[config.mk]
export PLATFORM = sky130hd
export DESIGN_NAME = piecewise_linear_table_sampler
export DESIGN_NICKNAME = d
export VERILOG_FILES = /design/src/rtl/core/pls_pkg.sv /design/src/rtl/core/pls_divider.sv /design/src/rtl/core/piecewise_linear_table_sampler.sv
export SDC_FILE = /design/constraint.sdc
export NUM_CORES = 2
export LEC_CHECK = 0
export ABC_AREA = 0
export BUFFER_PORTS_ARGS = -buffer_cell sky130_fd_sc_hd__buf_2
export CORE_MARGIN = 1
export CORE_UTILIZATION = 50
export CTS_BUF_LIST = sky130_fd_sc_hd__clkbuf_2 sky130_fd_sc_hd__clkbuf_4 sky130_fd_sc_hd__clkbuf_8
export DETAILED_ROUTE_END_ITERATION = 8
export GPL_TIMING_DRIVEN = 0
export HOLD_SLACK_MARGIN = 0.1
export PLACE_DENSITY = 0.65
export SLEW_MARGIN = 20
export SYNTH_ARGS = -nofsm -noshare
export SYNTH_HDL_FRONTEND = slang
export SYNTH_SLANG_ARGS = --single-unit
[constraint.sdc]
create_clock -name clock -period 10.7 [get_ports clock]
set_input_delay 3.21 -clock clock [delete_from_list [all_inputs] [get_ports clock]]
set_output_delay 3.21 -clock clock [all_outputs]
set_load 0.01 [all_outputs]
[src/rtl/core/pls_pkg.sv]
// Shared types and codes for the piecewise-linear table sampler.
// Used by the top level and by the serial divider; depends on nothing.
`default_nettype none

package pls_pkg;

   localparam int WL_W     = 16;   // Unsigned Q12.4 wavelength.
   localparam int VALUE_W  = 16;   // Signed Q8.8 value.
   localparam int ACTION_W = 2;
   localparam int STATUS_W = 2;
   localparam int COUNT_W  = 7;    // Width of the reported point count.
   localparam int PROD_W   = 2 * VALUE_W;

   localparam logic [ACTION_W-1:0] ACT_CLEAR    = 2'd0;
   localparam logic [ACTION_W-1:0] ACT_APPEND   = 2'd1;
   localparam logic [ACTION_W-1:0] ACT_SAMPLE   = 2'd2;
   // The remaining code leaves the table alone and answers with status ok.
   localparam logic [ACTION_W-1:0] ACT_RESERVED = 2'd3;

   localparam logic [STATUS_W-1:0] STS_OK    = 2'd0;
   localparam logic [STATUS_W-1:0] STS_RANGE = 2'd1;
   localparam logic [STATUS_W-1:0] STS_FULL  = 2'd2;
   localparam logic [STATUS_W-1:0] STS_ORDER = 2'd3;

   typedef struct packed {
      logic [ACTION_W-1:0]       action;
      logic [WL_W-1:0]           wavelength;
      logic signed [VALUE_W-1:0] point_value;
   } req_type;

   typedef struct packed {
      logic signed [VALUE_W-1:0] sampled_value;
      logic [STATUS_W-1:0]       status;
      logic [COUNT_W-1:0]        point_count;
   } rsp_type;

endpackage

`default_nettype wire

[src/rtl/core/pls_divider.sv]
// Unsigned restoring divider, one quotient bit per cycle.
// Depends on pls_pkg for operand widths.
`default_nettype none

module pls_divider (
   input  wire logic                             clock,
   input  wire logic                             reset,
   input  wire logic                             start,
   input  wire logic [pls_pkg::PROD_W-1:0]       dividend,
   input  wire logic [pls_pkg::WL_W-1:0]         divisor,
   output logic                                  done,
   output logic [pls_pkg::VALUE_W-1:0]           quotient
);

   localparam int HALF_W = pls_pkg::PROD_W - pls_pkg::VALUE_W;
   localparam int STEP_W = $clog2(pls_pkg::VALUE_W);

   logic [pls_pkg::WL_W-1:0]    rem_ff;
   logic [HALF_W-1:0]           num_ff;
   logic [pls_pkg::VALUE_W-1:0] quo_ff;
   logic [STEP_W-1:0]           step_ff;
   logic                        run_ff;
   logic                        done_ff;

   logic [pls_pkg::WL_W:0]      trial;
   logic                        fits;

   // The caller guarantees the quotient fits in VALUE_W bits, so the upper half
   // of the dividend is already below the divisor and only the low bits iterate.
   assign trial = {rem_ff, num_ff[HALF_W-1]};
   assign fits  = trial >= {1'b0, divisor};

   always_ff @(posedge clock) begin
      if (reset) begin
         run_ff  <= 1'b0;
         done_ff <= 1'b0;
      end else begin
         done_ff <= 1'b0;
         if (start) begin
            rem_ff  <= dividend[pls_pkg::PROD_W-1:HALF_W];
            num_ff  <= dividend[HALF_W-1:0];
            step_ff <= '0;
            run_ff  <= 1'b1;
         end else if (run_ff) begin
            if (fits) begin
               rem_ff <= pls_pkg::WL_W'(trial - {1'b0, divisor});
            end else begin
               rem_ff <= trial[pls_pkg::WL_W-1:0];
            end
            num_ff  <= {num_ff[HALF_W-2:0], 1'b0};
            quo_ff  <= {quo_ff[pls_pkg::VALUE_W-2:0], fits};
            step_ff <= step_ff + 1'b1;
            if (step_ff == STEP_W'(pls_pkg::VALUE_W - 1)) begin
               run_ff  <= 1'b0;
               done_ff <= 1'b1;
            end
         end
      end
   end

   assign done     = done_ff;
   assign quotient = quo_ff;

endmodule

`default_nettype wire

[src/rtl/core/piecewise_linear_table_sampler.sv]
// Top level of the piecewise-linear table sampler: point table, scan sequencer,
// multiplier stage and response register. Depends on pls_pkg and pls_divider.
`default_nettype none

// The block holds up to TABLE_DEPTH ascending (wavelength, value) points and
// handles one request at a time. Clear and append requests finish in the
// cycle they are accepted and their response is registered for the next
// cycle. A sample request walks the table through its single read port, one
// entry per cycle, until it reaches the first point above the query; it then
// registers the product in the multiply state, starts the divider and waits
// for the bit-serial divider to finish. A sample that falls outside the table
// ends as soon as that is known. A new request is taken when the sequencer is
// idle and the response register is free or being emptied in the same cycle.
module piecewise_linear_table_sampler #(
   parameter int TABLE_DEPTH = 64
) (
   input  wire logic             clock,
   input  wire logic             reset,
   input  wire logic             req_valid,
   output logic                  req_ready,
   input  wire pls_pkg::req_type req_payload,
   output logic                  rsp_valid,
   input  wire logic             rsp_ready,
   output pls_pkg::rsp_type      rsp_payload
);

   localparam int ADDR_W = $clog2(TABLE_DEPTH);
   localparam int CNT_W  = $clog2(TABLE_DEPTH + 1);
   localparam int WL_W   = pls_pkg::WL_W;
   localparam int VAL_W  = pls_pkg::VALUE_W;

   typedef enum logic [2:0] {
      ST_IDLE,
      ST_SCAN,
      ST_MUL,
      ST_DIV
   } state_type;

   state_type                state_ff;
   logic [CNT_W-1:0]         count_ff;
   logic [WL_W-1:0]          last_wl_ff;
   logic [WL_W-1:0]          query_ff;
   logic [CNT_W-1:0]         fetch_ff;
   logic [CNT_W-1:0]         chk_idx_ff;
   logic                     chk_vld_ff;
   logic [WL_W-1:0]          prev_wl_ff;
   logic signed [VAL_W-1:0]  prev_val_ff;
   logic signed [VAL_W-1:0]  y0_ff;
   logic [VAL_W-1:0]         dy_mag_ff;
   logic                     neg_ff;
   logic [WL_W-1:0]          dx_ff;
   logic [WL_W-1:0]          den_ff;
   logic [pls_pkg::PROD_W-1:0] prod_ff;
   logic                     div_start_ff;
   logic                     rsp_valid_ff;
   pls_pkg::rsp_type         rsp_ff;

   logic [WL_W-1:0]          wl_mem [TABLE_DEPTH];
   logic [VAL_W-1:0]         val_mem [TABLE_DEPTH];
   logic [WL_W-1:0]          rd_wl_ff;
   logic signed [VAL_W-1:0]  rd_val_ff;

   logic                     accept;
   logic                     table_full;
   logic                     append_order_bad;
   logic                     append_ok;
   logic [CNT_W-1:0]         count_inc;
   logic [CNT_W-1:0]         last_idx;
   logic [CNT_W+pls_pkg::COUNT_W-1:0] count_ext;
   logic [CNT_W+pls_pkg::COUNT_W-1:0] count_inc_ext;
   logic                     below_first;
   logic                     hit;
   logic signed [VAL_W:0]    dy;
   logic [VAL_W:0]           dy_abs;
   logic                     div_done;
   logic [VAL_W-1:0]         div_quo;
   logic signed [VAL_W:0]    q_signed;
   logic signed [VAL_W:0]    y_sum;

   assign req_ready = (state_ff == ST_IDLE) && (!rsp_valid_ff || rsp_ready);
   assign accept    = req_valid && req_ready;

   assign table_full       = count_ff >= CNT_W'(TABLE_DEPTH);
   assign append_order_bad = (count_ff != '0) && (req_payload.wavelength <= last_wl_ff);
   assign append_ok        = accept && (req_payload.action == pls_pkg::ACT_APPEND)
                             && !table_full && !append_order_bad;
   assign count_inc        = count_ff + 1'b1;
   assign last_idx         = count_ff - 1'b1;

   // The reported count is the low bits of the count, whatever the depth.
   assign count_ext     = {{pls_pkg::COUNT_W{1'b0}}, count_ff};
   assign count_inc_ext = {{pls_pkg::COUNT_W{1'b0}}, count_inc};

   assign below_first = (chk_idx_ff == '0) && (query_ff < rd_wl_ff);
   assign hit         = (chk_idx_ff != '0) && (rd_wl_ff > query_ff);

   assign dy     = {rd_val_ff[VAL_W-1], rd_val_ff} - {prev_val_ff[VAL_W-1], prev_val_ff};
   assign dy_abs = dy[VAL_W] ? (VAL_W+1)'(-dy) : dy;

   assign q_signed = neg_ff ? -$signed({1'b0, div_quo}) : $signed({1'b0, div_quo});
   assign y_sum    = {y0_ff[VAL_W-1], y0_ff} + q_signed;

   // Table storage: one write port for appends, one registered read port for the scan.
   always_ff @(posedge clock) begin
      if (append_ok) begin
         wl_mem[count_ff[ADDR_W-1:0]]  <= req_payload.wavelength;
         val_mem[count_ff[ADDR_W-1:0]] <= req_payload.point_value;
      end
      rd_wl_ff  <= wl_mem[fetch_ff[ADDR_W-1:0]];
      rd_val_ff <= val_mem[fetch_ff[ADDR_W-1:0]];
   end

   always_ff @(posedge clock) begin
      if (reset) begin
         state_ff     <= ST_IDLE;
         count_ff     <= '0;
         rsp_valid_ff <= 1'b0;
         div_start_ff <= 1'b0;
      end else begin
         div_start_ff <= 1'b0;
         if (rsp_valid_ff && rsp_ready) begin
            rsp_valid_ff <= 1'b0;
         end

         unique case (state_ff)
            ST_IDLE: begin
               if (accept) begin
                  rsp_ff.sampled_value <= '0;
                  rsp_ff.status        <= pls_pkg::STS_OK;
                  rsp_ff.point_count   <= count_ext[pls_pkg::COUNT_W-1:0];
                  rsp_valid_ff         <= 1'b1;
                  unique case (req_payload.action)
                     pls_pkg::ACT_CLEAR: begin
                        count_ff           <= '0;
                        rsp_ff.point_count <= '0;
                     end
                     pls_pkg::ACT_APPEND: begin
                        if (table_full) begin
                           rsp_ff.status <= pls_pkg::STS_FULL;
                        end else if (append_order_bad) begin
                           rsp_ff.status <= pls_pkg::STS_ORDER;
                        end else begin
                           count_ff           <= count_inc;
                           last_wl_ff         <= req_payload.wavelength;
                           rsp_ff.point_count <= count_inc_ext[pls_pkg::COUNT_W-1:0];
                        end
                     end
                     pls_pkg::ACT_SAMPLE: begin
                        if (count_ff == '0) begin
                           rsp_ff.status <= pls_pkg::STS_RANGE;
                        end else begin
                           rsp_valid_ff <= 1'b0;
                           query_ff     <= req_payload.wavelength;
                           fetch_ff     <= '0;
                           chk_vld_ff   <= 1'b0;
                           state_ff     <= ST_SCAN;
                        end
                     end
                     default: begin
                     end
                  endcase
               end
            end

            ST_SCAN: begin
               // Reads are issued in the cycle before the compare.
               chk_idx_ff <= fetch_ff;
               chk_vld_ff <= fetch_ff < count_ff;
               if (fetch_ff < count_ff) begin
                  fetch_ff <= fetch_ff + 1'b1;
               end
               if (chk_vld_ff) begin
                  if (hit) begin
                     y0_ff     <= prev_val_ff;
                     dy_mag_ff <= dy_abs[VAL_W-1:0];
                     neg_ff    <= dy[VAL_W];
                     dx_ff     <= query_ff - prev_wl_ff;
                     den_ff    <= rd_wl_ff - prev_wl_ff;
                     state_ff  <= ST_MUL;
                  end else if (below_first || (chk_idx_ff == last_idx)) begin
                     rsp_ff.sampled_value <= '0;
                     rsp_ff.status        <= pls_pkg::STS_RANGE;
                     rsp_ff.point_count   <= count_ext[pls_pkg::COUNT_W-1:0];
                     rsp_valid_ff         <= 1'b1;
                     state_ff             <= ST_IDLE;
                  end else begin
                     prev_wl_ff  <= rd_wl_ff;
                     prev_val_ff <= rd_val_ff;
                  end
               end
            end

            ST_MUL: begin
               prod_ff      <= dy_mag_ff * dx_ff;
               div_start_ff <= 1'b1;
               state_ff     <= ST_DIV;
            end

            ST_DIV: begin
               if (div_done) begin
                  rsp_ff.sampled_value <= y_sum[VAL_W-1:0];
                  rsp_ff.status        <= pls_pkg::STS_OK;
                  rsp_ff.point_count   <= count_ext[pls_pkg::COUNT_W-1:0];
                  rsp_valid_ff         <= 1'b1;
                  state_ff             <= ST_IDLE;
               end
            end

            default: begin
               state_ff <= ST_IDLE;
            end
         endcase
      end
   end

   pls_divider u_divider (
      .clock    (clock),
      .reset    (reset),
      .start    (div_start_ff),
      .dividend (prod_ff),
      .divisor  (den_ff),
      .done     (div_done),
      .quotient (div_quo)
   );

   assign rsp_valid   = rsp_valid_ff;
   assign rsp_payload = rsp_ff;

endmodule

`default_nettype wire
Word-level counts from Yosys, hierarchy flattened. Memory sizes are Yosys's and may differ from the RTL's. A register that Yosys moved wholly into a read port is not among the register bits. Index checks and enable logic that the tools add are counted.

Flip-flop bits (word level): 267. RAM bits: 2048. Input port bits: 38. Output and inout port bits: 27. Memories kept: 2.

Memory list: val_mem (words 64, width 16, read ports 1, clocked after Yosys merged registers in 1, write ports 1, RTL line piecewise_linear_table_sampler.sv:59) `logic [VAL_W-1:0] val_mem [TABLE_DEPTH];`; wl_mem (words 64, width 16, read ports 1, clocked after Yosys merged registers in 1, write ports 1, RTL line piecewise_linear_table_sampler.sv:58) `logic [WL_W-1:0] wl_mem [TABLE_DEPTH];`.

Add/subtract/negate cells: 11. Multipliers: 1. $lt $le $gt $ge: 6. Equality and inequality tests: 16. Multiplexer cells: 54. Bitwise logic cells: 8. Reduce and logical (&&, ||, !) cells: 37.

Operator list (count): 25-bit two-way mux (5); 16-bit two-way mux (7); 25-bit one-hot mux with 3 select lines (1); 16-bit subtractor (3); 7-bit two-way mux (6); 16-bit by 16-bit multiplier with 32-bit output (1); 16-bit negation (2); 7-bit one-hot mux with 2 select lines (2); 3-bit two-way mux (7); 1-bit two-way mux (19); 6-bit AND reduction (3); 17-bit by 16-bit greater-or-equal comparator with 1-bit output (1); 16-bit by 16-bit subtractor with 17-bit output (1); 16-bit adder (1); 16-bit > comparator (1); 16-bit less-or-equal comparator (1); 16-bit < comparator (1); 5-bit AND reduction (3); 7-bit by 1-bit adder with 7-bit output, second input constant (2); 7-bit logical NOT (2); 7-bit nonzero test (2); 2-bit inequality test, second input constant (6); 3-bit one-hot mux with 4 select lines (1); 1-bit logical AND (9); 29 further kinds (46).

Logic depth before layout (Yosys ltp).
Word-level depth: 9. Depth in mapped cells: 23. Mapped depth without buffers: 22.

By module. A second synthesis with hierarchy kept.

Cells, all modules: 5244. Area total of the unflattened synthesis: 101402.3 µm².

Modules (own cells, without submodules): piecewise_linear_table_sampler (times used 1, cells each 4974, area an instance 98299.3 µm², seq. area each 68395.6 µm²); pls_divider (times used 1, cells each 270, area an instance 3103.0 µm², seq. area each 1601.5 µm²).

Least setup slack after synthesis. Ideal clock, no wire load.

Kind: input to register. Start point: input port reset. End point: register den_ff[0] (enable). Library setup time: 0.585 ns. Arrival: 8.361 ns. Path slack: 1.755 ns. Stages: 3. Cells stage by stage: clkbuf_1 nand2b_1 a211oi_1.

Word-level cells in the longest chain between the ends: 2.

Ends and longest elaborated chain: start, declared (RTL line piecewise_linear_table_sampler.sv:18) `input wire logic reset,`; 1-bit inverter (no source line); 4-bit AND reduction (no source line); end signal, assigned (RTL line piecewise_linear_table_sampler.sv:178) `den_ff <= rd_wl_ff - prev_wl_ff;`; end, declared (RTL line piecewise_linear_table_sampler.sv:52) `logic [WL_W-1:0] den_ff;`.

No other way between the ends. A chain may end at the register's enable or synchronous reset.

Final worst setup path.
Start point: register dy_mag_ff[11]. End point: register prod_ff[30] (netlist name), data pin.

Word-level cells in the longest chain between the ends: 1.

Ends and longest elaborated chain: start, declared (RTL line piecewise_linear_table_sampler.sv:49) `logic [VAL_W-1:0] dy_mag_ff;`; start signal, assigned (RTL line piecewise_linear_table_sampler.sv:175) `dy_mag_ff <= dy_abs[VAL_W-1:0];`; 16-bit by 16-bit multiplier with 32-bit output (RTL line piecewise_linear_table_sampler.sv:194) `prod_ff <= dy_mag_ff * dx_ff;`; end signal, assigned (RTL line piecewise_linear_table_sampler.sv:194); end, declared (RTL line piecewise_linear_table_sampler.sv:53) `logic [pls_pkg::PROD_W-1:0] prod_ff;`.

No other way between the ends.

==> run metrics <==
clock skew=0.1001 ns; CTS buffer count=384; footprint of the multi-input gates=29,780 um^2; clock root buffer=clkbuf_8; commonest cells after routing, fill and taps aside=edfxtp_1, mux4_2, clkbuf_8; synthesized area=101,400 um^2; clock slew at reported path FFs=0.06 ns; Tcrit/Tclk final=0.7246; Clock Path Buffers=4; WL/cell=30.48 um; Achievable Freq=129.0 MHz; Sink Count=2,346; EDFF count, synth=2,301; H-tree levels=5; DRT iter0 DRCs=5,469; peak supply drop=0.1415 mV; register area share after synthesis=0.6900; number of global-route vias before repair=53,610; Slew Viols, Final=0; # fillers=14,920; Crit path required time=11.45 ns; DR pass1 iterations=5; Hold Crit Start=rd_val_ff[11]$_DFF_P_; RSZ-0062 raised after global routing=false; drt drc=0; Congestion Overflow GR=0; outcome=completed; Clk Latency, worst-skew pair=1.07 ns; Post-DRT Antenna Nets=0; Die Y=452.4 um; Final Non-Filler Cells=8,732; fin worst setup slack=2.946 ns; Initial Util=0.5055; Worst R2R Start=dy_mag_ff[11]$_DFFE_PP_; Sequential Area=70,000 um^2; initial antenna violation count=19; Synth Instances=5,251; global-route wire length before repair=380.6 mm; I/O Pins=65; P per Cell Area=159.2 nW/um^2; nets=6,262; Critical Path End Type=flip-flop; most common cell after layout, fill and taps aside=edfxtp_1; Setup CP Type=flip-flop to flip-flop; Cells after DPL=8,059; Yosys warning total=0; Power, Total=0.01829 W; post-DP HPWL=182.1 mm; pre-CTS WS=2.193 ns; Yosys cell types=74; WL final=266.2 mm; flops & latches, synth=2,346; row cnt=164; via count of the routed design=52,940; Slew HR=0.2045; Critical Path Most Common Cell=fa_1; CP max FO=10; Die X-Extent=452.4 um; core area=200,700 um^2; gr usage total=0.2628; TNS Setup=0 ns; CTS tree=built; Hold Vio Cnt, Final=0; layout cells sized above 1=0.2628; postcts setup bufs=0; crit path time final=7.754 ns; Worst Tran Pin Value=1.193 ns; Crit path largest cell delay=0.61 ns; Syn Area/Cell=19.32 um^2; CP Cell Sequence=clkbuf_1, nand2_1, fa_1, fa_1, fa_1, inv_1, fa_1, fa_1, inv_1, fa_1, inv_1, ha_1, nand4_1, nor4_1, o31a_1, o21ai_1, a211oi_1, nor2_1, o211ai_1, a2111oi_0, or3_1; die area=204,700 um^2; Startpoint Class=flip-flop; max-cap violations=0; vias per std cell=6.063; largest net degree at the start of global routing=68; Slowest cell on crit path=clkbuf_1; CTS resizes=0; crit path DAT=8.50 ns; FFs w/ async S/R, synth=0; Main synth FF type=edfxtp_1; Post-Syn Nets=5,721; Critical path origin=dy_mag_ff[11]$_DFFE_PP_; Port Buf Inserts=63; Hold Buf Count CTS=0; # setup viols final=0; area grow syn2layout=13.21%; worst reg-to-reg setup slack=2.95 ns; Worst Hold Class=flip-flop to flip-flop; routability cong.=0.8946; Leak=38.57 nW
final cells by class:
cell class              instances  area share
clock inverters               131    0.006776
repair buffers                155     0.01969
clock buffers                 529     0.05604
inverters                     344     0.01124
diodes                         10   0.0002179
well taps                    2656     0.02894
flip-flops and latches       2346      0.6095
multi-input cells            2344      0.2593
plain buffers                 217    0.008367
synth_stat cells, types with 29 or more instances:
| cell type | number | area, um^2 |
|---|---|---|
| edfxtp_1 | 2301 | 69100 |
| mux4_2 | 672 | 15130 |
| inv_1 | 343 | 1287 |
| nand2_1 | 252 | 945.9 |
| ha_1 | 233 | 2915 |
| fa_1 | 199 | 3984 |
| nor2_1 | 166 | 623.1 |
| clkbuf_1 | 129 | 484.2 |
| and2_1 | 100 | 625.6 |
| a21oi_1 | 88 | 440.4 |
| xnor2_1 | 80 | 700.7 |
| nand3_1 | 56 | 280.3 |
| o21ai_0 | 50 | 250.2 |
| dfxtp_1 | 45 | 900.9 |
| buf_2 | 42 | 210.2 |
| nor3_1 | 42 | 210.2 |
| xor2_1 | 41 | 359.1 |
| a21o_1 | 35 | 262.8 |
| buf_1 | 30 | 112.6 |
| nand2b_1 | 29 | 181.4 |
layer usage:
metal | global-route usage | vias up | part of all wire
met5 | 0 | - | 0.000053
met4 | 0.09703 | 2 | 0.036
met3 | 0.05372 | 503 | 0.083
met2 | 0.4228 | 2446 | 0.48
met1 | 0.3566 | 27990 | 0.40
li1 | - | 22010 | -
kinds of logic (layout without fill, tap and decap cells):
logic type / Yosys count / count (layout) / share of synthesized area
XOR/XNOR: 121 / 121 / 0.01045
AO/OA/AOI/OAI: 323 / 323 / 0.02120
multiplexers: 696 / 696 / 0.1518
adder cells (fa/ha/maj): 432 / 432 / 0.06801
buffers and inverters: 561 / 1376 / 0.02198
AND/OR/NAND/NOR: 772 / 772 / 0.03659
flip-flops: 2346 / 2346 / 0.6900
other: 0 / 10 / 0
sequential cells by signal, indices dropped and copies added, names as in the netlist, 25 cells and up:
signal / count
val_mem: 1024
wl_mem: 1024
prod_ff: 32
rsp_payload: 25
metrics by stage:
stage	hold slack, ns	utilization	area, um^2
after floorplan	0.4082	-	101400
after global placement	0.4284	0.5236	105100
after detailed placement	0.4311	0.5360	107600
after CTS	0.4401	0.5719	114800
after global routing	0.4652	0.5722	114800
final	0.4422	0.5723	114800
critical path: cells and delay by family, from the launching register on:
| family | cells | cell delay [ns] |
|---|---|---|
| flops | 1 | 0.58 |
| compound gates | 5 | 1.35 |
| buf+inv | 4 | 0.78 |
| fa+ha+maj | 7 | 3.50 |
| simple gates | 5 | 1.26 |
report_power, final:
group	total [W]	internal [W]	switching (W)
clock	0.00753	0.00406	0.00348
sequential	0.0101	0.0101	0.0000136
combinational	0.000629	0.000200	0.000428
path summary, 6_finish.rpt:
| path | depth (start not counted) | to |
|---|---|---|
| hold / removal | 0 | prev_val_ff[11]$_DFFE_PP_ |
| setup reg to reg | 21 | prod_ff[30]$_DFFE_PP_ |
| hold reg to reg | 0 | prev_val_ff[11]$_DFFE_PP_ |
| setup / recovery | 21 | prod_ff[30]$_DFFE_PP_ |
(Power assumes the default switching activity.)
